<file path="src/design/lsd_pkg.sv">
// shared types and constants of the local standard deviation filter
`timescale 1ns / 1ps
package lsd_pkg;

  // configuration register indexes
  localparam logic [1:0] CFG_FRAME_ROWS  = 2'd0;
  localparam logic [1:0] CFG_FRAME_COLS  = 2'd1;
  localparam logic [1:0] CFG_WINDOW_SIZE = 2'd2;

  // opcodes of the input item
  localparam logic OP_LOAD    = 1'b0;
  localparam logic OP_COMPUTE = 1'b1;

  // status codes
  localparam logic STATUS_OK  = 1'b0;
  localparam logic STATUS_BIG = 1'b1;

  // item kinds decided by the front end
  localparam logic [1:0] KIND_LOAD = 2'd0;
  localparam logic [1:0] KIND_COMP = 2'd1;
  localparam logic [1:0] KIND_ERR  = 2'd2;
  localparam logic [1:0] KIND_ONE  = 2'd3;

  // widths of the arithmetic; the window side is at most 7 by its field
  localparam int ACC_W = 22;
  localparam int DIV_W = 6;
  localparam logic [ACC_W-1:0] SQRT_TOP = 22'h100000;

  localparam int QUEUE_DEPTH = 4;
  localparam int QPTR_W      = 2;

  typedef struct packed {
    logic [1:0] kind;
    logic [7:0] row;
    logic [7:0] col;
    logic [7:0] pix;
  } item_t;

endpackage

</file>
<file path="src/design/lsd_front.sv">
// front end: classifies accepted items against the configuration
`timescale 1ns / 1ps
module lsd_front #(
  parameter int MAX_ROWS   = 256,
  parameter int MAX_COLS   = 256,
  parameter int MAX_WINDOW = 7,
  parameter int NRW        = 9,
  parameter int NCW        = 9
) (
  input  logic            in_valid,
  input  logic            q_full,
  input  logic            in_opcode,
  input  logic [7:0]      in_row_index,
  input  logic [7:0]      in_col_index,
  input  logic [7:0]      in_pixel_value,
  input  logic [NRW-1:0]  nr,
  input  logic [NCW-1:0]  nc,
  input  logic [2:0]      k,
  output logic            push,
  output lsd_pkg::item_t  item
);
  import lsd_pkg::*;

  logic in_store;
  logic win_bad;

  assign in_store = (32'(in_row_index) < MAX_ROWS) && (32'(in_col_index) < MAX_COLS);
  assign win_bad  = (k == 3'd0) || (32'(k) > MAX_WINDOW) || (32'(k) > 32'(nr))
                 || (32'(k) > 32'(nc));

  always_comb begin
    item.row = in_row_index;
    item.col = in_col_index;
    item.pix = in_pixel_value;
    if (in_opcode == OP_LOAD) begin
      item.kind = KIND_LOAD;
    end else if (win_bad) begin
      item.kind = KIND_ERR;
    end else if (k == 3'd1) begin
      item.kind = KIND_ONE;
    end else begin
      item.kind = KIND_COMP;
    end
  end

  // loads outside the store are accepted and dropped
  assign push = in_valid && !q_full && ((in_opcode != OP_LOAD) || in_store);

endmodule

</file>
<file path="config.mk">
export PLATFORM = sky130hd
export DESIGN_NAME = lsd_front
export DESIGN_NICKNAME = d
export VERILOG_FILES = /design/src/design/lsd_pkg.sv /design/src/design/lsd_front.sv
export SDC_FILE = /design/constraint.sdc
export NUM_CORES = 1
export LEC_CHECK = 0
export BUFFER_PORTS_ARGS = -buffer_cell sky130_fd_sc_hd__buf_4
export CAP_MARGIN = 20
export CORE_UTILIZATION = 30
export DETAILED_ROUTE_END_ITERATION = 7
export GPL_ROUTABILITY_DRIVEN = 0
export PLACE_DENSITY = 0.88
export SLEW_MARGIN = 20
export SYNTH_ARGS = -nofsm -noshare
export SYNTH_HDL_FRONTEND = slang
export SYNTH_SLANG_ARGS = --single-unit
</file>
<file path="constraint.sdc">
create_clock -name vclk -period 2.51
set_input_delay 0.251 -clock vclk [all_inputs]
set_output_delay 0.251 -clock vclk [all_outputs]
set_load 0.005 [all_outputs]
</file>
# After elaboration in Yosys (flattened, before gate mapping)
# Index checks and enable logic that the tools add are counted.
[op_classes]
order_cmp = 2
eq_ne = 1
n_mux = 3
n_reduce_logical = 5
[ops]
columns = ["op", "count"]
rows = [
  ["3-bit by 9-bit > comparator with 1-bit output", 2],
  ["2-bit two-way mux", 3],
  ["3-bit by 1-bit equality test with 1-bit output, second input constant", 1],
  ["3-bit zero test", 1],
  ["1-bit logical OR", 2],
  ["1-bit logical AND", 1],
  ["1-bit zero test", 1],
]
[word_totals]
register_bits = 0
input_bits = 48
output_inout_bits = 27
elab_cells = 11

# Longest topological paths before layout
[depth]
ltp_word = 5
ltp_mapped = 6
mapped_depth_nobuf = 6

# Worst setup path before layout
# Ideal clock, no wire load.
[synth_timing]
path_type = "input -> output"
from = "in nc[1]"
to = "out item[25] (netlist name)"
arrival_ps = 1169
t_required_ps = 2259
slack_ps = 1090
path_stages = 6
path_buffers = 0
path_cell_list = "inv_1 -> ha_1 -> nor2b_1 -> o21ai_2 -> a21oi_2 -> o31a_1"
[synth_rtl]
columns = ["item", "line", "text"]
rows = [
  ["start: declaration", "lsd_front.sv:17", "input logic [NCW-1:0] nc,"],
  ["end: declaration", "lsd_front.sv:20", "output lsd_pkg::item_t item"],
]

==> flow_summary.yaml <==
run_status:
  outcome: "finished clean"
setup_path:
  critical-path-top-delay-family: "compound AO/OA/AOI/OAI gates"
  critPathSlowestCell: "o31a_1"
  worstSetupPathType: "primary input to primary output"
  cp_common_cell: "buf_4"
  worstSetupEndpointType: "primary output"
  worstPathMaxFanout: 4
  path_cells: "buf_4 > ha_1 > nor2b_1 > o21ai_2 > a21oi_2 > o31a_1 > buf_4"
  crit_path_start_kind: "primary input"
  max_stage_delay_ns: 0.29
  cp_num_buf_inv: 2
  crit_arrival_ns: 1.41
  required_ns: 2.26
logic_synthesis:
  yosys_warnings: 0
  synth_cells: 55
  synth-seq-area-share_pct: 0
  synth_nets: 109
  postSynthAreaPerCell_um2: 7.39
  ys_types: 14
  synth_area_um2: 407
global_route:
  antenna_found_initial: 0
  grt_overflow_total: 0
  grt_max_degree: 5
  gr-usage-all-layers_pct: 9.59
  grt_pass1_vias: 329
  grt_pass1_wl_mm: 1.06
sta:
  slew-limit-headroom_pct: 86.8
  period_share_pct: 66.2
  tns_ns: 0
  final_max_slew_viol_count: 0
  hold_viol: 0
  worstMarginPinSlew_ns: 0.196
  fmax_mhz: 602
  rsz0062_at_grt: "no"
  finalSetupViolations: 0
  hold_ws_ns: 0.502
  fin_crit_ns: 1.66
floorplan:
  dieArea_um2: 1510
  row_count: 12
  die_x_um: 38.8
  io_pins: 75
  initial_core_util_pct: 34.3
  die_h_um: 38.8
  core_area_um2: 1190
routing:
  drc: 0
  vias: 352
  ant_nets: 0
  drt_iter0_drc: 0
  drt-wirelength-per-cell_um: 11.1
  viasPerCell: 4.89
  drt_pre_antenna_iters: 1
  finalWirelength_um: 797
run:
  drv_cap: 0
min_path:
  min_to: "item[13]"
  hold-path-cell-count: 0
  hp-start: "in_col_index[5]"
  min-delay-path-class: "primary input to primary output"
power_and_ir_drop:
  power_w: 0.0000614
  vdd_drop_max_mv: 0.0228
  power.density_nw_per_um2: 137
  total_leakage_power_nw: 0.235
cells_and_area:
  fin_nets: 114
  seq_area_um2: 0
  antenna_cells: 0
  drive_gt1_share_pct: 55.2
  clkbuf_count: 0
  synthToLayoutAreaGrowth_pct: 9.85
  n_fill_cell: 119
  seq_cells: 0
clocking:
  ctsResizeCount: 0
  cts_hold_buf: 0
  postCtsSetupRepairBufs: 0
placement:
  portBuffers: 27
  dpl.hpwl_um: 725
==> metal layers <==
metal / GRT usage [%] / share of wire (%) / routed length (um)
met5: 0 / 0 / 0
met1: 5.74 / 26 / 208
met3: 1.73 / 18 / 141
met2: 22.1 / 50 / 401
met4: 6.90 / 5.8 / 46
==> report_power, final <==
part           total [W]  internal, W  switching [W]  leakage (nW)
registers              0            0              0             0
logic          0.0000614    0.0000388      0.0000226         0.235
clock network          0            0              0             0
==> synth_stat cells (all sizes together) <==
cell	number	area (um2)
o21ai	1	8.76
nand3	4	20.0
nor2b	2	12.5
o31a	1	8.76
a21oi	3	22.5
nor2	3	11.3
nand3b	1	7.51
buf	24	180
nor3	1	5.00
nor4	2	25.0
o31ai	1	7.51
ha	6	75.1
inv	6	22.5
==> how the worst max path moves through the flow <==
stage                     slack (ns)  cells past startpoint       end  startpoint
after floorplan                 1.09                      6  item[25]       nc[1]
after global placement          0.87                      7  item[25]        k[1]
after detailed placement        0.84                      7  item[25]        k[1]
after CTS                       0.84                      7  item[25]        k[1]
after global routing            0.78                      8  item[25]       nc[1]
final                           0.85                      7  item[25]        k[1]
==> cells in the final DEF, fill, tap and decap left out <==
master    netlist  final
nor4_2          2      2
nor2b_1         2      2
buf_4          24     27
nand3_1         4      4
nor2_1          3      3
a21oi_1         1      1
nand3b_1        1      1
o21ai_2         1      1
nor3_1          1      1
a21oi_2         2      2
inv_1           6      6
o31a_1          1      1
o31ai_1         1      1
ha_1            6      6
==> final cells by class <==
type | instances | area [um2] | share of cell area [%]
multi-input cells | 25 | 204 | 45.7
repair buffers | 27 | 203 | 45.4
inverters | 6 | 22.5 | 5.04
well taps | 14 | 17.5 | 3.92
==> per-stage QoR <==
stage / utilization [%] / std cells / area, um2 / setup slack, ns
2_1_floorplan: - / 55 / 407 / 1.09
3_3_place_gp: 37.7 / 72 / 447 / 0.868
3_5_place_dp: 37.7 / 72 / 447 / 0.838
4_1_cts: 37.7 / 72 / 447 / 0.840
5_1_grt: 37.7 / 72 / 447 / 0.784
6_report: 37.7 / 72 / 447 / 0.848
==> logic make-up (layout without fill, tap and decap cells) <==
kind of cell,count (synthesis),in the layout,synth area share (%)
buf+inv,30,33,49.8
simple gates,13,13,20.0
fa+ha+maj,6,6,18.5
compound gates,6,6,11.7
Power figures use the tool's default switching activity.
