## src/design/lsd_pkg.sv

```systemverilog
// shared types and constants of the local standard deviation filter
`timescale 1ns / 1ps
package lsd_pkg;

  // configuration register indexes
  localparam logic [1:0] CFG_FRAME_ROWS  = 2'd0;
  localparam logic [1:0] CFG_FRAME_COLS  = 2'd1;
  localparam logic [1:0] CFG_WINDOW_SIZE = 2'd2;

  // opcodes of the input item
  localparam logic OP_LOAD    = 1'b0;
  localparam logic OP_COMPUTE = 1'b1;

  // status codes
  localparam logic STATUS_OK  = 1'b0;
  localparam logic STATUS_BIG = 1'b1;

  // item kinds decided by the front end
  localparam logic [1:0] KIND_LOAD = 2'd0;
  localparam logic [1:0] KIND_COMP = 2'd1;
  localparam logic [1:0] KIND_ERR  = 2'd2;
  localparam logic [1:0] KIND_ONE  = 2'd3;

  // widths of the arithmetic; the window side is at most 7 by its field
  localparam int ACC_W = 22;
  localparam int DIV_W = 6;
  localparam logic [ACC_W-1:0] SQRT_TOP = 22'h100000;

  localparam int QUEUE_DEPTH = 4;
  localparam int QPTR_W      = 2;

  typedef struct packed {
    logic [1:0] kind;
    logic [7:0] row;
    logic [7:0] col;
    logic [7:0] pix;
  } item_t;

endpackage

```

## src/design/lsd_queue.sv

```systemverilog
// short item queue between front end and back end
`timescale 1ns / 1ps
module lsd_queue (
  input  logic           clk,
  input  logic           rst_n,
  input  logic           push,
  input  lsd_pkg::item_t push_item,
  input  logic           pop,
  output logic           full,
  output logic           not_empty,
  output lsd_pkg::item_t head
);
  import lsd_pkg::*;

  item_t             slot_r [QUEUE_DEPTH];
  logic [QPTR_W-1:0] wptr_r, rptr_r;
  logic [QPTR_W:0]   count_r;

  assign full      = (count_r == (QPTR_W+1)'(QUEUE_DEPTH));
  assign not_empty = (count_r != '0);
  assign head      = slot_r[rptr_r];

  always_ff @(posedge clk) begin
    if (push) begin
      slot_r[wptr_r] <= push_item;
    end
  end

  always_ff @(posedge clk) begin
    if (!rst_n) begin
      wptr_r  <= '0;
      rptr_r  <= '0;
      count_r <= '0;
    end else begin
      if (push) wptr_r <= wptr_r + 1'b1;
      if (pop)  rptr_r <= rptr_r + 1'b1;
      if (push && !pop) count_r <= count_r + 1'b1;
      else if (pop && !push) count_r <= count_r - 1'b1;
    end
  end

endmodule

```

## config.mk

```make
export PLATFORM = sky130hd
export DESIGN_NAME = lsd_queue
export DESIGN_NICKNAME = d
export VERILOG_FILES = /design/src/design/lsd_pkg.sv /design/src/design/lsd_queue.sv
export SDC_FILE = /design/constraint.sdc
export NUM_CORES = 1
export LEC_CHECK = 0
export BUFFER_PORTS_ARGS = -buffer_cell sky130_fd_sc_hd__buf_2
export CAP_MARGIN = 20
export CORE_ASPECT_RATIO = 0.9
export CORE_MARGIN = 4
export CORE_UTILIZATION = 56
export CTS_CLUSTER_DIAMETER = 80
export DETAILED_ROUTE_END_ITERATION = 6
export PLACE_DENSITY = 0.78
export SYNTH_ARGS = -nofsm -noshare
export SYNTH_HDL_FRONTEND = slang
export SYNTH_SLANG_ARGS = --single-unit
```

## constraint.sdc

```tcl
create_clock -name clk -period 2.25 [get_ports clk]
set_input_delay 0.225 -clock clk [delete_from_list [all_inputs] [get_ports clk]]
set_output_delay 0.225 -clock clk [all_outputs]
set_load 0.01 [all_outputs]
```

* Yosys cells after proc, flatten, opt, wreduce, memory -nomap -nowiden
Memories as Yosys holds them, arrays and structs flattened. A register that Yosys moved wholly into a read port is not among the register bits. Index checks and enable logic that the tools add are counted.
Word-level totals: bits in registers 7, RAM bits 104, output and inout port bits 28, logic and storage cells 21, memories kept 1
Memory list:
- slot_r | words 4, bits a word 26, read ports 1, clocked after memory_dff 1, write ports 1, line lsd_queue.sv:15 | item_t slot_r [QUEUE_DEPTH];
Cells by class: add/subtract/negate cells 4, eq/ne operators 1, muxes and demuxes 6, reductions and logical operators 6
Operators with widths (count):
- $mux 3 | 2
- $add 2x1->2 const B | 2
- $mux 2 | 2
- $add 3x1->3 const B | 1
- $eq 3x3->1 const B | 1
- $reduce_bool 3->1 | 1
- $sub 3x1->3 const B | 1
- $logic_and 1x1->1 | 2
- $logic_not 1->1 | 2
- $mux 1 | 2
- $reduce_bool 2->1 | 1

* Longest topological paths before layout
word-level depth 4, gate-level depth with buffers 7, gate-level depth less buffers 7

* Least setup slack after synthesis
Ideal clock, no wire load.
path kind register to register, start register wptr_r[0], end memory slot_r[2][0] (netlist name), enable pin, arrival 1.196 ns, data required time 1.865 ns, slack 0.669 ns, cell stages (with the launch flop) 4, path buffers 0, period minus slack after synthesis 1.581 ns, cells stage by stage dfxtp_1 -> inv_1 -> ha_1 -> and2_1
RTL lines:
- start: declaration | line lsd_queue.sv:16 | logic [QPTR_W-1:0] wptr_r, rptr_r;
- start signal: assignment | line lsd_queue.sv:35 | if (push) wptr_r <= wptr_r + 1'b1;
- end: declaration | line lsd_queue.sv:15
No word-level cell before the write port.

==> results by stage <==
Placed design:
- The detailed placer's ending HPWL is 4640 um.
- Once placement finished, the instance area stood at 4660 um2.
- Prior to clock tree synthesis, the placed netlist has a worst setup slack of 416 ps.
- At the end of routability-driven placement, the weighted congestion stood at 0.734.
- The count of buffers inserted at the top-level ports is 57.

Timing:
- The total count of max-transition violations in the final report came to 0.
- The worst path needs 2100 ps of the cycle, external delays included.
- Headroom to the max-slew limit came out at 46.6%.
- Setup repair after global routing left no endpoint under its margin.
- The final critical path takes up 93.2% of the cycle.
- The final worst setup slack is 153 ps.
- The number of setup violations in the final report is 0.
- At the pin with the least slew margin, the transition time is 800 ps.
- Summed over all failing endpoints, the final setup total negative slack is 0 ps.
- Based on the critical path, the design can be clocked at up to 0.477 GHz.
- The hold slack is 96.5 ps.
- The worst clock skew on the final layout is 4.31 ps.
- The hold violation count in the final report is 0.

Synthesis:
- The total nets after synthesis is 215.
- In this run the mean area of a mapped cell was 23.7 um2.
- The share of flip-flops with an asynchronous set or reset after synthesis is 0%.
- The cell area that synthesis handed to floorplanning was 4240 um2.
- Among all flip-flop cells after synthesis, the most frequent one is edfxtp_1.
- Counting flops with a built-in enable in the synthesized netlist gives 104.
- During synthesis, Yosys emitted a total of 0 warnings.
- After synthesis the netlist holds a flip-flop and latch count of 113.
- The number of distinct standard cells referenced by the synthesized netlist is 21.
- The share of the yosys chip area belonging to registers is 77.8%.
- The synthesized instance count is 179.

Power:
- The worst-case IR drop observed on VDD is 0.728 mV.
- The clock network accounts for 45.3% of the total power.
- The register share of total power is 45.3%.
- In this run switching power makes up 20.2% of total power.
- The power per standard cell area is 987 nW/um2.
- The leakage power is 0.00198 uW.
- The internal portion of total power is 4310 uW.
- Summed over all nets, the switching power comes to 1090 uW.
- Per report_power, the combinational group accounts for 9.4% of the total.

Floorplanning:
- The core area is 7220 um2.
- For this configuration, the core starts out at a cell density of 58.8%.
- The floorplan has 29 rows.
- The die is 90.6 um tall.
- The die width is 99.8 um.
- The die covers 9040 um2.
- The number of top-level design ports is 58.

Clock network:
- The tree built by TritonCTS fans out to 113 sinks.
- The CTS clock-pin slew for the worst setup and hold paths is 50 ps.
- TritonCTS created 17 clock buffers.
- TritonCTS built the clock tree.
- The maximum level of the CTS H-tree is 4.
- The root cell of the clock tree is clkbuf_8.
- No sink is reached through more buffers than the 2 on the longest clock path.
- Clock latency on the worst-skew pair, taken at its later pin, is 500 ps.

Outcome:
- The run finished with clean final reports.

Critical path:
- The top cell family by delay on the critical path is multiplexers.
- Data on the critical path arrives at its endpoint at 1870 ps.
- The count of buffer and inverter cells on the critical path is 2.
- The type of the worst setup path is register to output port.
- The signal on the critical path passes through buf_4 > mux4_1 > buf_2.
- The required time of the critical path is 2030 ps.
- The total number of cells along the worst setup path is 3.
- The maximum fanout encountered on the critical timing path is 13.
- STA classifies the critical path endpoint as an output port.
- STA classifies the critical path startpoint as a register.
- The highest cell delay on the worst timing path is 610 ps.
- The number of cells on the worst reg-to-reg path is 4.
- The cell with the largest stage delay on the worst path is mux4_1.

Finish:
- Cells fill 75.8% of the core in the end.
- The growth of design area from synthesis to finish is 29.0%.
- Registers take 3300 um2.
- The layout filler cell count is 394.
- Cells with a size suffix above 1 make up 37.4% of the layout.
- The combined area of the multi-input logic cells is 860 um2.
- The cell area after layout is 5480 um2.
- The count of inserted antenna diode cells is 0.
- The final net count is 323.

GRT:
- The global routing met2 resource utilization is 29.3%.
- The met1 usage is 22.0%.
- Entering global routing, the biggest net connects 17 pins.
- The total routing resource utilization after global routing is 18.4%.
- The initial antenna violation count was 0.
- The first global-routing pass estimated 12000 um of wire.
- The via count of the first global-routing pass came to 2257.
- The global-route track usage on met3 is 7.80%.
- The sum of overflow across all layers after global routing is 0.
- The highest-utilization routing layer at the global route stage is met2.

Routing:
- In the final routed layout, each cell accounts on average for 19.6 um.
- In the routed layout, each cell is associated on average with a via count of 5.40.
- For this run, design rule violations remaining after detail routing come to 0.
- The number of vias after detailed routing is 2107.
- After the first detailed-routing iteration, the DRC count stood at 79.
- The number of routed nets with antenna violations is 0.
- For this block, the routed nets add up to 7650 um of wire.
- The number of detailed-routing iterations run before antenna repair is 4.

Hold path:
- The worst hold path belongs to the class input port to register.
- The number of cells on the worst hold path is 3.

Flow run:
- The number of max-cap violations is 0.
-- power by group through the flow --
stage               Clock [uW]  Combinational [uW]  Sequential, uW
finish                    2450                 508            2450
global placement             0                 469            2480
detailed placement           0                 478            2490
floorplan                    0                 303            2480
global route              2600                 552            2460
CTS                       2490                 517            2450
-- final timing paths --
path | end | slack, ps | start
min | rptr_r[0] | 100 | pop
max | head[22] | 150 | register
max reg2reg | slot_r[0][3] | 440 | wptr_r[0]
min reg2reg | count_r[2] | 510 | count_r[2]
-- stage by stage --
stage	std cells	power (uW)
finish	390	5410
global route	390	5610
CTS	390	5460
detailed placement	334	2970
global placement	334	2950
floorplan	179	2780
-- flip-flops by register name, summed over array words and instances, names as in the netlist, named ones only --
name	count
slot_r	104
count_r	3
rptr_r	2
wptr_r	2
-- metal layers --
layer  share of wire (%)  vias to the layer above  routed length [um]
li1                    -                      957                   -
met1                  41                     1073                3160
met2                  52                       63                3980
met3                 4.9                       14                 372
met4                 1.7                        0                 131
met5                   0                        -                   0
-- worst register-to-register path: stages, from the launching register on --
cell,delay [ps]
dfxtp_1,340
inv_1,90
ha_1,140
and2_1,640
buf_4,300
-- synthesized netlist by cell type (2+ instances only) --
library cell	count	share of area, %
buf_12	2	0.94
nor2b_1	2	0.29
xnor2_1	2	0.41
mux4_1	6	3.7
buf_2	2	0.24
mux4_2	20	11
or3_1	2	0.29
ha_1	5	1.5
edfxtp_1	104	74
dfxtp_1	9	4.2
inv_1	4	0.35
and2_1	9	1.3
mux2i_1	2	0.47
xor2_1	3	0.62
-- timing repair --
item	CTS	global route
hold buffers	27	0
setup endpoints to repair	0	0
gates resized for setup	0	0
setup buffers	0	0
endpoints found under the hold margin	107	0
-- cell families (layout without fill, tap and decap cells) --
logic type               Yosys count  count (layout)  synth area share, %
AO/OA/AOI/OAI                      2               2                0.295
XOR/XNOR                           5               5                 1.03
adder cells (fa/ha/maj)            6               6                 1.95
buffers and inverters             10             128                 1.92
flip-flops                       113             113                 77.8
multiplexers                      28              28                 14.8
AND/OR/NAND/NOR                   15              15                 2.18
-- cell usage in the layout (no fill, tap or decap), types with 2 or more instances in the layout --
cell type        n
buf_2           57
clkbuf_1         3
clkbuf_16       16
edfxtp_1       104
inv_1            4
nor2b_1          2
bufinv_16        3
mux4_1           6
and2_1           9
mux2i_1          2
mux4_2          20
ha_1             5
dlygate4sd3_1   27
dfxtp_1          8
or3_1            2
clkinv_1         4
xnor2_1          2
xor2_1           3
buf_4           11
-- final cells by class --
type                       instances  share of cell area, %
clock buffer                      20                   7.77
clock inverter                     9                   2.15
inverter                           4                  0.274
multi-input combinational         56                   15.7
sequential                       113                   60.3
tap                               93                   2.12
timing repair buffer              95                   11.7
Note: power is estimated with default switching activity, not from simulation.
